--- src/rtl/tcc_pkg.sv ---
// ----------------------------------------------------------------------------
// tcc_pkg
// Shared types and constants of the text console: screen geometry, control
// codes, request and result layouts, command classes and back-end states.
// ----------------------------------------------------------------------------
package tcc_pkg;

    localparam int COLUMNS    = 80;
    localparam int ROWS       = 25;
    localparam int CELL_COUNT = COLUMNS * ROWS;
    localparam int COPY_CELLS = CELL_COUNT - COLUMNS;

    localparam int ADDR_W = $clog2(CELL_COUNT);
    localparam int CUR_W  = $clog2(CELL_COUNT + 1);
    localparam int COL_W  = $clog2(COLUMNS);

    localparam int CHAR_W  = 8;
    localparam int ATTR_W  = 8;
    localparam int INDEX_W = 11;
    localparam int CURPOS_W = 11;

    localparam int QUEUE_DEPTH = 2;
    localparam int QPTR_W      = $clog2(QUEUE_DEPTH);

    localparam int PADDR_W = 3;
    localparam int PDATA_W = 32;
    localparam logic [PADDR_W-3:0] REG_BLANK_ATTR = '0;

    localparam logic [CHAR_W-1:0] CODE_CR    = 8'h0D;
    localparam logic [CHAR_W-1:0] CODE_LF    = 8'h0A;
    localparam logic [CHAR_W-1:0] CODE_BS    = 8'h08;
    localparam logic [CHAR_W-1:0] BLANK_CHAR = 8'h20;
    localparam logic [ATTR_W-1:0] RESET_ATTR = 8'h07;

    localparam logic KIND_PUT  = 1'b0;
    localparam logic KIND_READ = 1'b1;

    typedef struct packed {
        logic               kind;
        logic [CHAR_W-1:0]  char_code;
        logic [INDEX_W-1:0] cell_index;
    } tcc_in_t;

    typedef struct packed {
        logic [CURPOS_W-1:0] cursor_position;
        logic [CHAR_W-1:0]   cell_char;
        logic [ATTR_W-1:0]   cell_attr;
        logic                scrolled;
    } tcc_out_t;

    typedef enum logic [2:0] {
        OP_PUT,
        OP_CR,
        OP_LF,
        OP_BS,
        OP_READ
    } op_t;

    typedef struct packed {
        op_t                op;
        logic [CHAR_W-1:0]  char_code;
        logic [INDEX_W-1:0] cell_index;
    } tcc_cmd_t;

    typedef struct packed {
        logic full;
        logic empty;
    } tcc_qstat_t;

    typedef enum logic [2:0] {
        ST_CLEAR,
        ST_IDLE,
        ST_COPY,
        ST_BLANK,
        ST_DONE
    } back_state_t;

endpackage

--- src/rtl/tcc_queue.sv ---
// ----------------------------------------------------------------------------
// tcc_queue
// Short command queue between the intake and the execution back end.
// ----------------------------------------------------------------------------
module tcc_queue (
    input  logic                aclk,
    input  logic                aresetn,
    input  logic                push,
    input  tcc_pkg::tcc_cmd_t   push_cmd,
    input  logic                pop,
    output tcc_pkg::tcc_cmd_t   head_cmd,
    output tcc_pkg::tcc_qstat_t qstat
);
    import tcc_pkg::*;

    tcc_cmd_t            entry_reg [QUEUE_DEPTH];
    logic [QPTR_W-1:0]   wr_ptr_reg, wr_ptr_next;
    logic [QPTR_W-1:0]   rd_ptr_reg, rd_ptr_next;
    logic [QPTR_W:0]     count_reg, count_next;

    assign qstat.full  = (count_reg == (QPTR_W+1)'(QUEUE_DEPTH));
    assign qstat.empty = (count_reg == '0);
    assign head_cmd    = entry_reg[rd_ptr_reg];

    always_comb begin
        wr_ptr_next = push ? wr_ptr_reg + 1'b1 : wr_ptr_reg;
        rd_ptr_next = pop  ? rd_ptr_reg + 1'b1 : rd_ptr_reg;
        count_next  = count_reg;
        if (push && !pop) begin
            count_next = count_reg + 1'b1;
        end else if (pop && !push) begin
            count_next = count_reg - 1'b1;
        end
    end

    always_ff @(posedge aclk) begin
        if (!aresetn) begin
            wr_ptr_reg <= '0;
            rd_ptr_reg <= '0;
            count_reg  <= '0;
        end else begin
            wr_ptr_reg <= wr_ptr_next;
            rd_ptr_reg <= rd_ptr_next;
            count_reg  <= count_next;
        end
    end

    always_ff @(posedge aclk) begin
        if (push) begin
            entry_reg[wr_ptr_reg] <= push_cmd;
        end
    end

`ifndef SYNTHESIS
    a_no_overflow: assert property (@(posedge aclk) disable iff (!aresetn)
        qstat.full |-> !push || pop)
        else $error("queue pushed while full");

    a_no_underflow: assert property (@(posedge aclk) disable iff (!aresetn)
        pop |-> !qstat.empty)
        else $error("queue popped while empty");

    a_count_step: assert property (@(posedge aclk) disable iff (!aresetn)
        (push && !pop) |=> count_reg == $past(count_reg) + 1'b1)
        else $error("queue count did not follow a push");
`endif

endmodule

--- config.mk ---
export PLATFORM = sky130hd
export DESIGN_NAME = tcc_queue
export DESIGN_NICKNAME = d
export VERILOG_FILES = /design/src/rtl/tcc_pkg.sv /design/src/rtl/tcc_queue.sv
export SDC_FILE = /design/constraint.sdc
export NUM_CORES = 1
export LEC_CHECK = 0
export BUFFER_PORTS_ARGS = -buffer_cell sky130_fd_sc_hd__buf_2
export CELL_PAD_IN_SITES_DETAIL_PLACEMENT = 1
export CELL_PAD_IN_SITES_GLOBAL_PLACEMENT = 1
export CORE_ASPECT_RATIO = 0.5
export CORE_MARGIN = 10
export CORE_UTILIZATION = 30
export DETAILED_ROUTE_END_ITERATION = 10
export GPL_ROUTABILITY_DRIVEN = 0
export GPL_TIMING_DRIVEN = 0
export PLACE_DENSITY_LB_ADDON = 0.1
export SYNTH_ARGS = -nofsm -noshare
export SYNTH_HDL_FRONTEND = slang
export SYNTH_SLANG_ARGS = --single-unit
--- constraint.sdc ---
create_clock -name aclk -period 1.6 [get_ports aclk]
set_input_delay 0.32 -clock aclk [delete_from_list [all_inputs] [get_ports aclk]]
set_output_delay 0.32 -clock aclk [all_outputs]
set_load 0.005 [all_outputs]
# After elaboration in Yosys (flattened, before gate mapping)
# Memories as Yosys holds them, arrays and structs flattened. A register that Yosys moved wholly into a read port is not among the register bits.
# Index checks and enable logic that the tools add are counted.
# word_totals
register_bits	4
mem_bits_rw	44
out_inout_bits	24
wordCells	21
mem_count	1
# memory_table
name	depth	word_bits	read_ports	rd_ports_with_merged_regs	write_ports	line	text
entry_reg	2	22	1	1	1	tcc_queue.sv:16	tcc_cmd_t entry_reg [QUEUE_DEPTH];
# op_classes
mux	6
reduce_logical	6
addsub	4
eq_ne	1
# ops
cell	count
2-to-1 mux 1 bit	4
2-to-1 mux 2 bit	2
adder 1 bit (second input constant)	2
adder 2 x 1 -> 2 bit (second input constant)	1
== test 2 bit (second input constant)	1
logical AND 1 bit	2
zero test 1 bit	2
zero test 2 bit	1
nonzero test 2 bit	1
subtractor 2 x 1 -> 2 bit (second input constant)	1

# Depth between registers and ports, before layout
# Gate-level depths: netlist of the first run.
# depth
word_depth	4
ltp_mapped	5
mapped_depth_nobuf	5

# Worst setup path after synthesis of the first run
# No wires, ideal clock.
# synth_timing
path_kind	input port to flip-flop
start	input push
end	memory entry_reg[0][0] (netlist name) (enable)
path_stages	1
arrival_time_ps	1371
setup_slack_ps	-176
path_buffers	0
required_time_ps	1195
path_cell_list	nor2b_1
# synth_between
elab_chain_len	2
# synth_rtl
element	line	text
start, declared	tcc_queue.sv:8	input logic push,
2-to-1 mux 1 bit	tcc_queue.sv:49	if (push) begin
2-to-1 mux 1 bit (not written as such)	tcc_queue.sv:50	entry_reg[wr_ptr_reg] <= push_cmd;
end, declared	tcc_queue.sv:16	
# No other way between the ends.

==> results of run 1 <==
cells in the mapped netlist (all sizes together):
library cell and number:
edfxtp 44, mux2 22, dfxtp 5, and2 4
buf 2, nor2b 2, xor2 2, a21boi 1
and2b 1, ha 1, inv 1, nor2 1
o21a 1, o21ai 1, or3 1, xnor2 1
report_power, final:
group	total (mW)	switching, mW	internal [mW]	leakage [nW]
Clock	0.976	0.395	0.581	0.0652
Combinational	0.429	0.154	0.275	0.500
Sequential	1.51	0.0332	1.47	0.455
Total	2.91	0.582	2.33	1.02
cell families after synthesis:
family	after synthesis	share of synthesized area, %
flops	49	79.1
mux	22	13.8
xor+xnor	3	1.46
fa+ha+maj	1	0.696
buf+inv	3	0.765
simple gates	9	3.13
compound gates	3	1.11
layer usage:
layer,vias up,GRT usage (%),part of all wire [%]
met2,25,13.7,51
li1,460,-,-
met4,0,0.743,0
met5,-,0,0
met1,499,8.11,41
met3,0,3.78,7.5
cell type report:
type                            instances  area share [%]
Sequential cell                        49            55.6
Multi-Input combinational cell         38            17.4
Timing Repair Buffer                   52            16.8
Clock buffer                            8            5.32
Tap cell                               73            3.56
Buffer                                  2            1.17
Inverter                                1           0.146
worst max path at each step:
stage,startpoint,end,cells past startpoint
after floorplan,push,entry_reg[0][0],1
after global placement,push,entry_reg[0][17],2
after detailed placement,push,entry_reg[0][5],2
after CTS,flop,head_cmd[11],3
after global routing,flop,head_cmd[1],3
final,flop,head_cmd[1],3
per-stage QoR:
stage	cells	worst slack [ns]	area (µm²)
after floorplan	90	0.242	1800
after global placement	212	-0.317	2140
after detailed placement	212	-0.239	2140
after CTS	222	-0.0464	2340
after global routing	223	-0.0636	2560
final	223	-0.0161	2560
what timing repair did:
| item | CTS | global route |
|---|---|---|
| cloned | 1 | 1 |
| pin swaps | 0 | 0 |
| setup endpoints to repair | 65 | 21 |
| buffers inserted | 1 | 0 |
| resized for setup | 12 | 39 |
layout by cell type, fill, tap and decap left out, types with 2 or more instances in the layout:
master,count
buf_2,29
mux2_2,2
clkbuf_1,3
edfxtp_1,44
xor2_1,2
clkbuf_16,6
buf_6,20
mux2_4,20
and2_1,3
dfxtp_1,4
buf_8,2
==> impl_metrics.csv, run 1 <==
group,metric,value,unit
cells_and_area,seq_area,0.00143,mm²
grt,grt_use_total,7.53,%
worst_setup_path,critPathLaunchType,"flop",
worst_setup_path,r2r_start,"wr_ptr_reg",
power_and_ir_drop,irDropWorstVdd,0.492,mV
clock_tree,hold_buffers,0,
floorplan,io_pins,50,
sta,fmax,619,MHz
power_and_ir_drop,p_per_area,1140,mW/mm²
hold_path,hold_depth,1,
clock_tree,cts_tree,"done",
sta,fin_hold_ws,0.230,ns
route,first_pass_iters,3,
sta,slew-limit-headroom,55.2,%
cells_and_area,area_growth,42.6,%
route,drtIter0Drc,29,
sta,slew_viol_final,0,
power_and_ir_drop,p_total,2.91,mW
worst_setup_path,cp_slowest_cell,"dfxtp_4",
power_and_ir_drop,p_leak,1.02,nW
floorplan,start_util,31.9,%
sta,worst_slack,-0.0161,ns
cells_and_area,diodes,0,
synth,synth-seq-cells,49,
worst_setup_path,timing.rr.end,"entry_reg[1][17]",
route,viasPerCell,4.41,
worst_setup_path,crit_buf_inv,2,
hold_path,whs_endpoint,"entry_reg[1][10]",
grt,grt_max_degree,24,
synth,yosys.area.top_type,"edfxtp_1",
floorplan,die_x,129,µm
synth,yosysUniqueCellTypes,16,
grt,antenna_found_initial,0,
route,wirelength,3.66,mm
floorplan,die_area,0.00968,mm²
sta,tightest_slew,0.671,ns
sta,period_needed,1.62,ns
worst_setup_path,reg2reg_depth,1,
worst_setup_path,cp_max_fo,5,
cells_and_area,fillers,554,
clock_tree,clk_pin_slew_worst_paths,0.06,ns
clock_tree,ctsRootBufferMaster,"clkbuf_16",
placed_design,portBuffers,49,
hold_path,hp-start,"push_cmd[10]",
sta,finClkSkew,0.00258,ns
clock_tree,cts_buffers,5,
route,route.vias.total,984,
worst_setup_path,crit_chain,"buf_4, mux2_2, buf_2",
synth,yosysTopAreaCellShare,73.5,%
worst_setup_path,required,1.28,ns
floorplan,core_area,0.00563,mm²
cells_and_area,final_util,45.5,%
sta,finalSetupViolCount,7,
sta,finalHoldViolations,0,
synth,yosysWarningCount,0,
clock_tree,clock_path_buffers,2,
clock_tree,cts.sinks,49,
grt,grt_first_pass_wirelength,5.69,mm
synth,syn_inst,90,
clock_tree,insertion_delay,0.27,ns
worst_setup_path,cpLargestDelayFamily,"flip-flops",
cells_and_area,multi_input_area,447,µm²
worst_setup_path,max_stage_delay,0.43,ns
synth,yosys-top-cells-area,"edfxtp_1 73%, mux2_2 14%, dfxtp_1 5.6%",
clock_tree,cts.htree.levels,2,
hold_path,hold_class,"input pin to flop",
worst_setup_path,reg2reg_slack,0.31,ns
worst_setup_path,endpoint_kind,"output pin",
status,violations,"negative setup slack",
synth,netlist_area,0.00180,mm²
worst_setup_path,cp.arrival,1.30,ns
synth,synth.net_count,117,
cells_and_area,drive_gt1_share,56.7,%
floorplan,die_y,74.7,µm
route,drc,0,
job,cap_violations,0,
status,status,"finished with violations",
worst_setup_path,crit_type,"flop to output pin",
route,wl_per_cell,16.4,µm
grt,grt_overflow_total,0,
grt,grt_pass1_vias,1096,
sta,rsz0062_at_grt,"yes",
placed_design,post-dp-hpwl,2.57,mm
synth,ys_seq_area_share,79.1,%
cells_and_area,nets,176,
sta,fin_crit_sh,101,%
synth,synth_area_per_cell,20.0,µm²
sta,finalSetupTns,-0.0990,ns
floorplan,rows,19,
route,drtAntennaViolNets,0,
cells_and_area,largest_register_ffs,44,
Note: power is estimated with default switching activity, not from simulation.
==> run 2, diff against run 1 <==
Settings changed: ABC_CLOCK_PERIOD_IN_PS set to 1600, CORE_UTILIZATION 30 to 40, CTS_BUF_LIST set to sky130_fd_sc_hd__clkbuf_2 sky130_fd_sc_hd__clkbuf_4 sky130_fd_sc_hd__clkbuf_8.
==> run 2 against run 1 <==
Compared with the run above:
- the run still ends with negative setup slack left
- highest routed layer is now met4
- via count is 0.81% lower
- utilization is 12 points higher
- largest power group unchanged
- global-route usage is 2.1 points higher
==> impl_metrics.csv, run 2 (synthesis gave the netlist of run 1 again) <==
group,metric,value,unit
worst_setup_path,crit_chain,"clkbuf_16, mux2_4, buf_6",
grt,antenna_found_initial,0,
clock_tree,insertion_delay,0.30,ns
placed_design,portBuffers,49,
status,violations,"negative setup slack",
placed_design,dp_slack,-0.249,ns
cells_and_area,drive_gt1_share,58.0,%
worst_setup_path,reg2reg_slack,0.30,ns
sta,finalHoldViolations,0,
clock_tree,cts_buffers,5,
worst_setup_path,crit_type,"flop to output pin",
cells_and_area,fillers,410,
power_and_ir_drop,p_leak,1.01,nW
placed_design,dp.cells,196,
sta,slew-limit-headroom,54.1,%
route,wl_per_cell,18.5,µm
power_and_ir_drop,comb_power_share,15.3,%
grt,grt_pass1_vias,1139,
power_and_ir_drop,irDropWorstVdd,0.515,mV
worst_setup_path,cp.arrival,1.32,ns
cells_and_area,stdcell_count,207,
clock_tree,cts.htree.levels,2,
worst_setup_path,crit_buf_inv,2,
floorplan,rows,17,
clock_tree,clock_path_buffers,2,
cells_and_area,final_common_cell,"edfxtp_1",
power_and_ir_drop,p_per_area,1120,mW/mm²
sta,worst_slack,-0.0377,ns
clock_tree,ctsRootBufferMaster,"clkbuf_8",
worst_setup_path,crit_end,"head_cmd[19]",
clock_tree,cts.sinks,49,
cells_and_area,seq_area,0.00143,mm²
power_and_ir_drop,p_int,2.23,mW
floorplan,die_area,0.00774,mm²
route,drtIter0Drc,21,
power_and_ir_drop,p_clk_share,31.1,%
hold_path,hold_class,"input pin to flop",
power_and_ir_drop,switchingPower,588,µW
sta,fin_crit_sh,102,%
cells_and_area,design_area,0.00252,mm²
route,viasPerCell,4.71,
worst_setup_path,cp_slowest_cell,"dfxtp_4",
worst_setup_path,reg2reg_depth,1,
grt,grt_use_total,9.66,%
sta,rsz0062_at_grt,"yes",
route,drtAntennaViolNets,0,
floorplan,io_pins,50,
floorplan,start_util,41.2,%
sta,finalSetupViolCount,21,
power_and_ir_drop,switching_share,20.9,%
power_and_ir_drop,seqPwrFrac,53.6,%
route,route.vias.total,976,
placed_design,dpl_cell_area,0.00212,mm²
clock_tree,clk_pin_slew_worst_paths,0.09,ns
sta,finClkSkew,0.00944,ns
sta,slew_viol_final,0,
cells_and_area,diodes,0,
worst_setup_path,cp_max_fo,5,
worst_setup_path,cpLargestDelayFamily,"flip-flops",
floorplan,die_y,67.4,µm
cells_and_area,nets,176,
worst_setup_path,timing.rr.end,"entry_reg[1][0]",
cells_and_area,largest_register_ffs,44,
job,cap_violations,0,
worst_setup_path,r2r_start,"wr_ptr_reg",
status,status,"finished with violations",
worst_setup_path,max_stage_delay,0.43,ns
worst_setup_path,required,1.28,ns
cells_and_area,multi_input_area,447,µm²
grt,grt_first_pass_wirelength,5.75,mm
worst_setup_path,path_depth,3,
grt,grt_max_degree,24,
sta,fmax,611,MHz
cells_and_area,final_cell_mix,"44 x edfxtp_1, 29 x buf_2, 20 x mux2_4, 20 x buf_6, 5 x clkbuf_8",
sta,tightest_slew,0.687,ns
worst_setup_path,critPathLaunchType,"flop",
clock_tree,cts_tree,"done",
route,first_pass_iters,3,
power_and_ir_drop,p_total,2.81,mW
floorplan,core_area,0.00436,mm²
placed_design,post-dp-hpwl,2.54,mm
route,drc,0,
worst_setup_path,endpoint_kind,"output pin",
cells_and_area,area_growth,40.0,%
sta,period_needed,1.64,ns
grt,grt_overflow_total,0,
floorplan,die_x,115,µm
cells_and_area,final_util,57.7,%
route,wirelength,3.83,mm
## run 2: changes by cell type in the layout (fill, tap and decap cells not counted), sizes merged
cell    change
clkbuf      -2
bufinv      +1
clkinv      +1
## run 2: power by group through the flow
| stage | combinational [mW] | clock [mW] | sequential, mW |
|---|---|---|---|
| after global placement | 0.283 | 0 | 1.52 |
| after detailed placement | 0.289 | 0 | 1.53 |
| after global routing | 0.466 | 0.952 | 1.52 |
| final | 0.431 | 0.874 | 1.51 |
| after CTS | 0.349 | 0.893 | 1.51 |
| after floorplan | 0.152 | 0 | 1.52 |
## run 2: repair_timing
item	4_1_cts	5_1_grt
buffers inserted	1	0
gates cloned	1	1
resized for setup	23	28
hold buffers	0	0
pin swaps	0	0
setup endpoints to repair	65	22
## run 2: worst min-delay path by stage
stage                     depth (start not counted)          endpoint    startpoint
after floorplan                                   0   entry_reg[0][0]   push_cmd[0]
after global placement                            2      count_reg[1]  count_reg[1]
after detailed placement                          2      count_reg[1]  count_reg[1]
after CTS                                         1   entry_reg[0][7]   push_cmd[7]
after global routing                              1  entry_reg[0][20]  push_cmd[20]
final                                             1   entry_reg[0][7]   push_cmd[7]
## run 2: metal layers
metal  track usage (%)  vias to the layer above  routed length, µm  part of all wire (%)
li1                  -                      462                  -                     -
met3              5.22                        5                318                   8.3
met5                 0                        -                  0                     0
met2              16.7                       33               1850                    48
met1              10.4                      476               1640                    43
met4              2.30                        0                 21                  0.55
## run 2: cell type report
cell class	instances	area share [%]
flip-flops and latches	49	56.6
clock buffers	6	3.03
clock inverters	2	1.34
multi-input cells	38	17.7
well taps	57	2.83
repair buffers	52	17.1
inverters	1	0.149
plain buffers	2	1.19
## run 2: through the flow
step	setup TNS [ns]	hold WS, ns
2_1_floorplan	0	0.419
3_3_place_gp	-9.50	0.487
3_5_place_dp	-8.68	0.492
4_1_cts	-0.729	0.197
5_1_grt	-1.40	0.190
6_report	-0.442	0.207
==> run 3, diff against run 2 <==
--- a/constraint.sdc
+++ b/constraint.sdc
@@ -3,2 +3,2 @@
 set_output_delay 0.32 -clock aclk [all_outputs]
-set_load 0.005 [all_outputs]
+set_load 0.05 [all_outputs]
==> run 3 against run 2 <==
Compared with the run above:
- hold slack got worse by 0.0016 ns
- clock power about the same
- flip-flop and latch count unchanged
- the run still ends with negative setup slack left
- non-clock buffer count decreased by 2
- critical path depth unchanged
- total power increased by 6.0%
- cell area decreased by 4.5%
- global-route usage decreased by 0.32 points
==> impl_metrics.csv, run 3 (synthesis gave the netlist of run 1 again) <==
group,metric,value,unit
status,status,"finished with violations",
status,violations,"negative setup slack",
hold_path,hp-start,"push_cmd[7]",
power_and_ir_drop,switchingPower,796,µW
power_and_ir_drop,p_per_area,1240,mW/mm²
worst_setup_path,cp_max_fo,10,
cells_and_area,drive_gt1_share,57.4,%
floorplan,die_area,0.00774,mm²
worst_setup_path,endpoint_kind,"output pin",
worst_setup_path,required,1.28,ns
grt,grt_pass1_vias,1150,
clock_tree,cts.htree.levels,2,
floorplan,io_pins,50,
placed_design,dp_slack,-0.249,ns
sta,period_needed,1.65,ns
cells_and_area,final_cell_mix,"44 x edfxtp_1, 29 x buf_2, 20 x buf_6, 18 x mux2_2, 5 x clkbuf_8",
clock_tree,hold_buffers,0,
cells_and_area,stdcell_count,205,
grt,antenna_found_initial,0,
sta,rsz0062_at_grt,"yes",
power_and_ir_drop,comb_power_share,20.4,%
sta,slew_viol_final,0,
floorplan,core_area,0.00436,mm²
cells_and_area,seq_area,0.00143,mm²
cells_and_area,diodes,0,
worst_setup_path,crit_chain,"buf_8, mux2_2, buf_6",
floorplan,die_x,115,µm
placed_design,post-dp-hpwl,2.54,mm
worst_setup_path,reg2reg_slack,0.31,ns
cells_and_area,area_growth,33.8,%
route,wirelength,3.68,mm
cells_and_area,multi_input_area,387,µm²
route,wl_per_cell,17.9,µm
clock_tree,ctsRootBufferMaster,"clkbuf_8",
hold_path,whs_endpoint,"entry_reg[0][7]",
clock_tree,clk_pin_slew_worst_paths,0.09,ns
placed_design,dpl_cell_area,0.00212,mm²
hold_path,hold_class,"input pin to flop",
route,route.vias.total,961,
route,drtIter0Drc,23,
clock_tree,clock_path_buffers,2,
floorplan,die_y,67.4,µm
worst_setup_path,crit_buf_inv,2,
cells_and_area,fillers,405,
power_and_ir_drop,seqPwrFrac,50.3,%
sta,slew-limit-headroom,55.0,%
sta,fmax,606,MHz
worst_setup_path,reg2reg_depth,1,
floorplan,rows,17,
hold_path,hold_depth,1,
route,drc,0,
sta,finClkSkew,0.00908,ns
worst_setup_path,r2r_start,"wr_ptr_reg",
cells_and_area,nets,174,
grt,grt_overflow_total,0,
worst_setup_path,cp.arrival,1.33,ns
worst_setup_path,cp_slowest_cell,"dfxtp_4",
sta,tightest_slew,0.673,ns
clock_tree,insertion_delay,0.30,ns
route,viasPerCell,4.69,
cells_and_area,final_common_cell,"edfxtp_1",
cells_and_area,largest_register_ffs,44,
worst_setup_path,max_stage_delay,0.38,ns
clock_tree,cts.sinks,49,
clock_tree,cts_tree,"done",
worst_setup_path,crit_type,"flop to output pin",
route,drtAntennaViolNets,0,
floorplan,start_util,41.2,%
placed_design,dp.cells,196,
route,first_pass_iters,2,
grt,grt_first_pass_wirelength,5.57,mm
job,cap_violations,0,
power_and_ir_drop,p_int,2.19,mW
power_and_ir_drop,switching_share,26.7,%
worst_setup_path,cpLargestDelayFamily,"flip-flops",
clock_tree,cts_buffers,5,
worst_setup_path,critPathLaunchType,"flop",
cells_and_area,design_area,0.00240,mm²
power_and_ir_drop,p_total,2.98,mW
power_and_ir_drop,p_clk_share,29.3,%
sta,finalHoldViolations,0,
worst_setup_path,path_depth,3,
sta,fin_crit_sh,103,%
placed_design,portBuffers,49,
worst_setup_path,timing.rr.end,"entry_reg[1][1]",
sta,finalSetupViolCount,22,
sta,worst_slack,-0.0514,ns
power_and_ir_drop,irDropWorstVdd,0.594,mV
power_and_ir_drop,p_leak,0.928,nW
grt,grt_max_degree,24,
grt,grt_use_total,9.34,%
==> run 3: cell types whose count changed in the layout (fill, tap and decap cells not counted), sizes merged <==
| cell | before | now |
|---|---|---|
| clkbuf | 7 | 6 |
| buf | 53 | 52 |
==> run 3: how the worst max path moves through the flow <==
stage | to | slack, ns
finish | head_cmd[5] | -0.05
global route | head_cmd[10] | -0.1
detailed placement | entry_reg[0][18] | -0.25
CTS | head_cmd[11] | -0.09
global placement | entry_reg[0][19] | -0.28
floorplan | entry_reg[0][0] | 0.24
==> run 3: per-stage QoR <==
stage | hold slack, ns | TNS, ns | utilization (%)
6_report | 0.206 | -0.836 | 55.2
5_1_grt | 0.192 | -1.81 | 55.2
4_1_cts | 0.197 | -1.45 | 54.6
3_5_place_dp | 0.492 | -8.68 | 48.6
3_3_place_gp | 0.487 | -9.52 | 48.6
2_1_floorplan | 0.419 | 0 | -
==> run 3: power by group through the flow <==
stage          Combinational [mW]  Sequential, mW  Clock [mW]
5_1_grt                     0.643            1.51       0.943
2_1_floorplan               0.386            1.52           0
4_1_cts                     0.607            1.50       0.893
6_report                    0.609            1.50       0.872
3_3_place_gp                0.512            1.52           0
3_5_place_dp                0.518            1.53           0
==> run 3: area by class of cell <==
class / instances / area share [%]
Buffer: 2 / 1.25
Clock buffer: 6 / 3.17
Clock inverter: 2 / 1.40
Inverter: 1 / 0.156
Multi-Input combinational cell: 38 / 16.1
Sequential cell: 49 / 59.3
Tap cell: 57 / 2.97
Timing Repair Buffer: 50 / 15.7
==> run 3: repair_timing <==
action / CTS / global route
endpoints found under the hold margin: 0 / 0
gates resized for setup: 50 / 4
endpoints found under the setup margin: 65 / 20
setup buffers: 0 / 1
==> run 3: routing by layer <==
metal	GRT usage (%)	share of wire [%]	wire length (µm)
met1	9.28	40	1480
met2	17.2	51	1870
met3	4.95	8.5	313
met4	2.30	0.19	7
met5	0	0	0
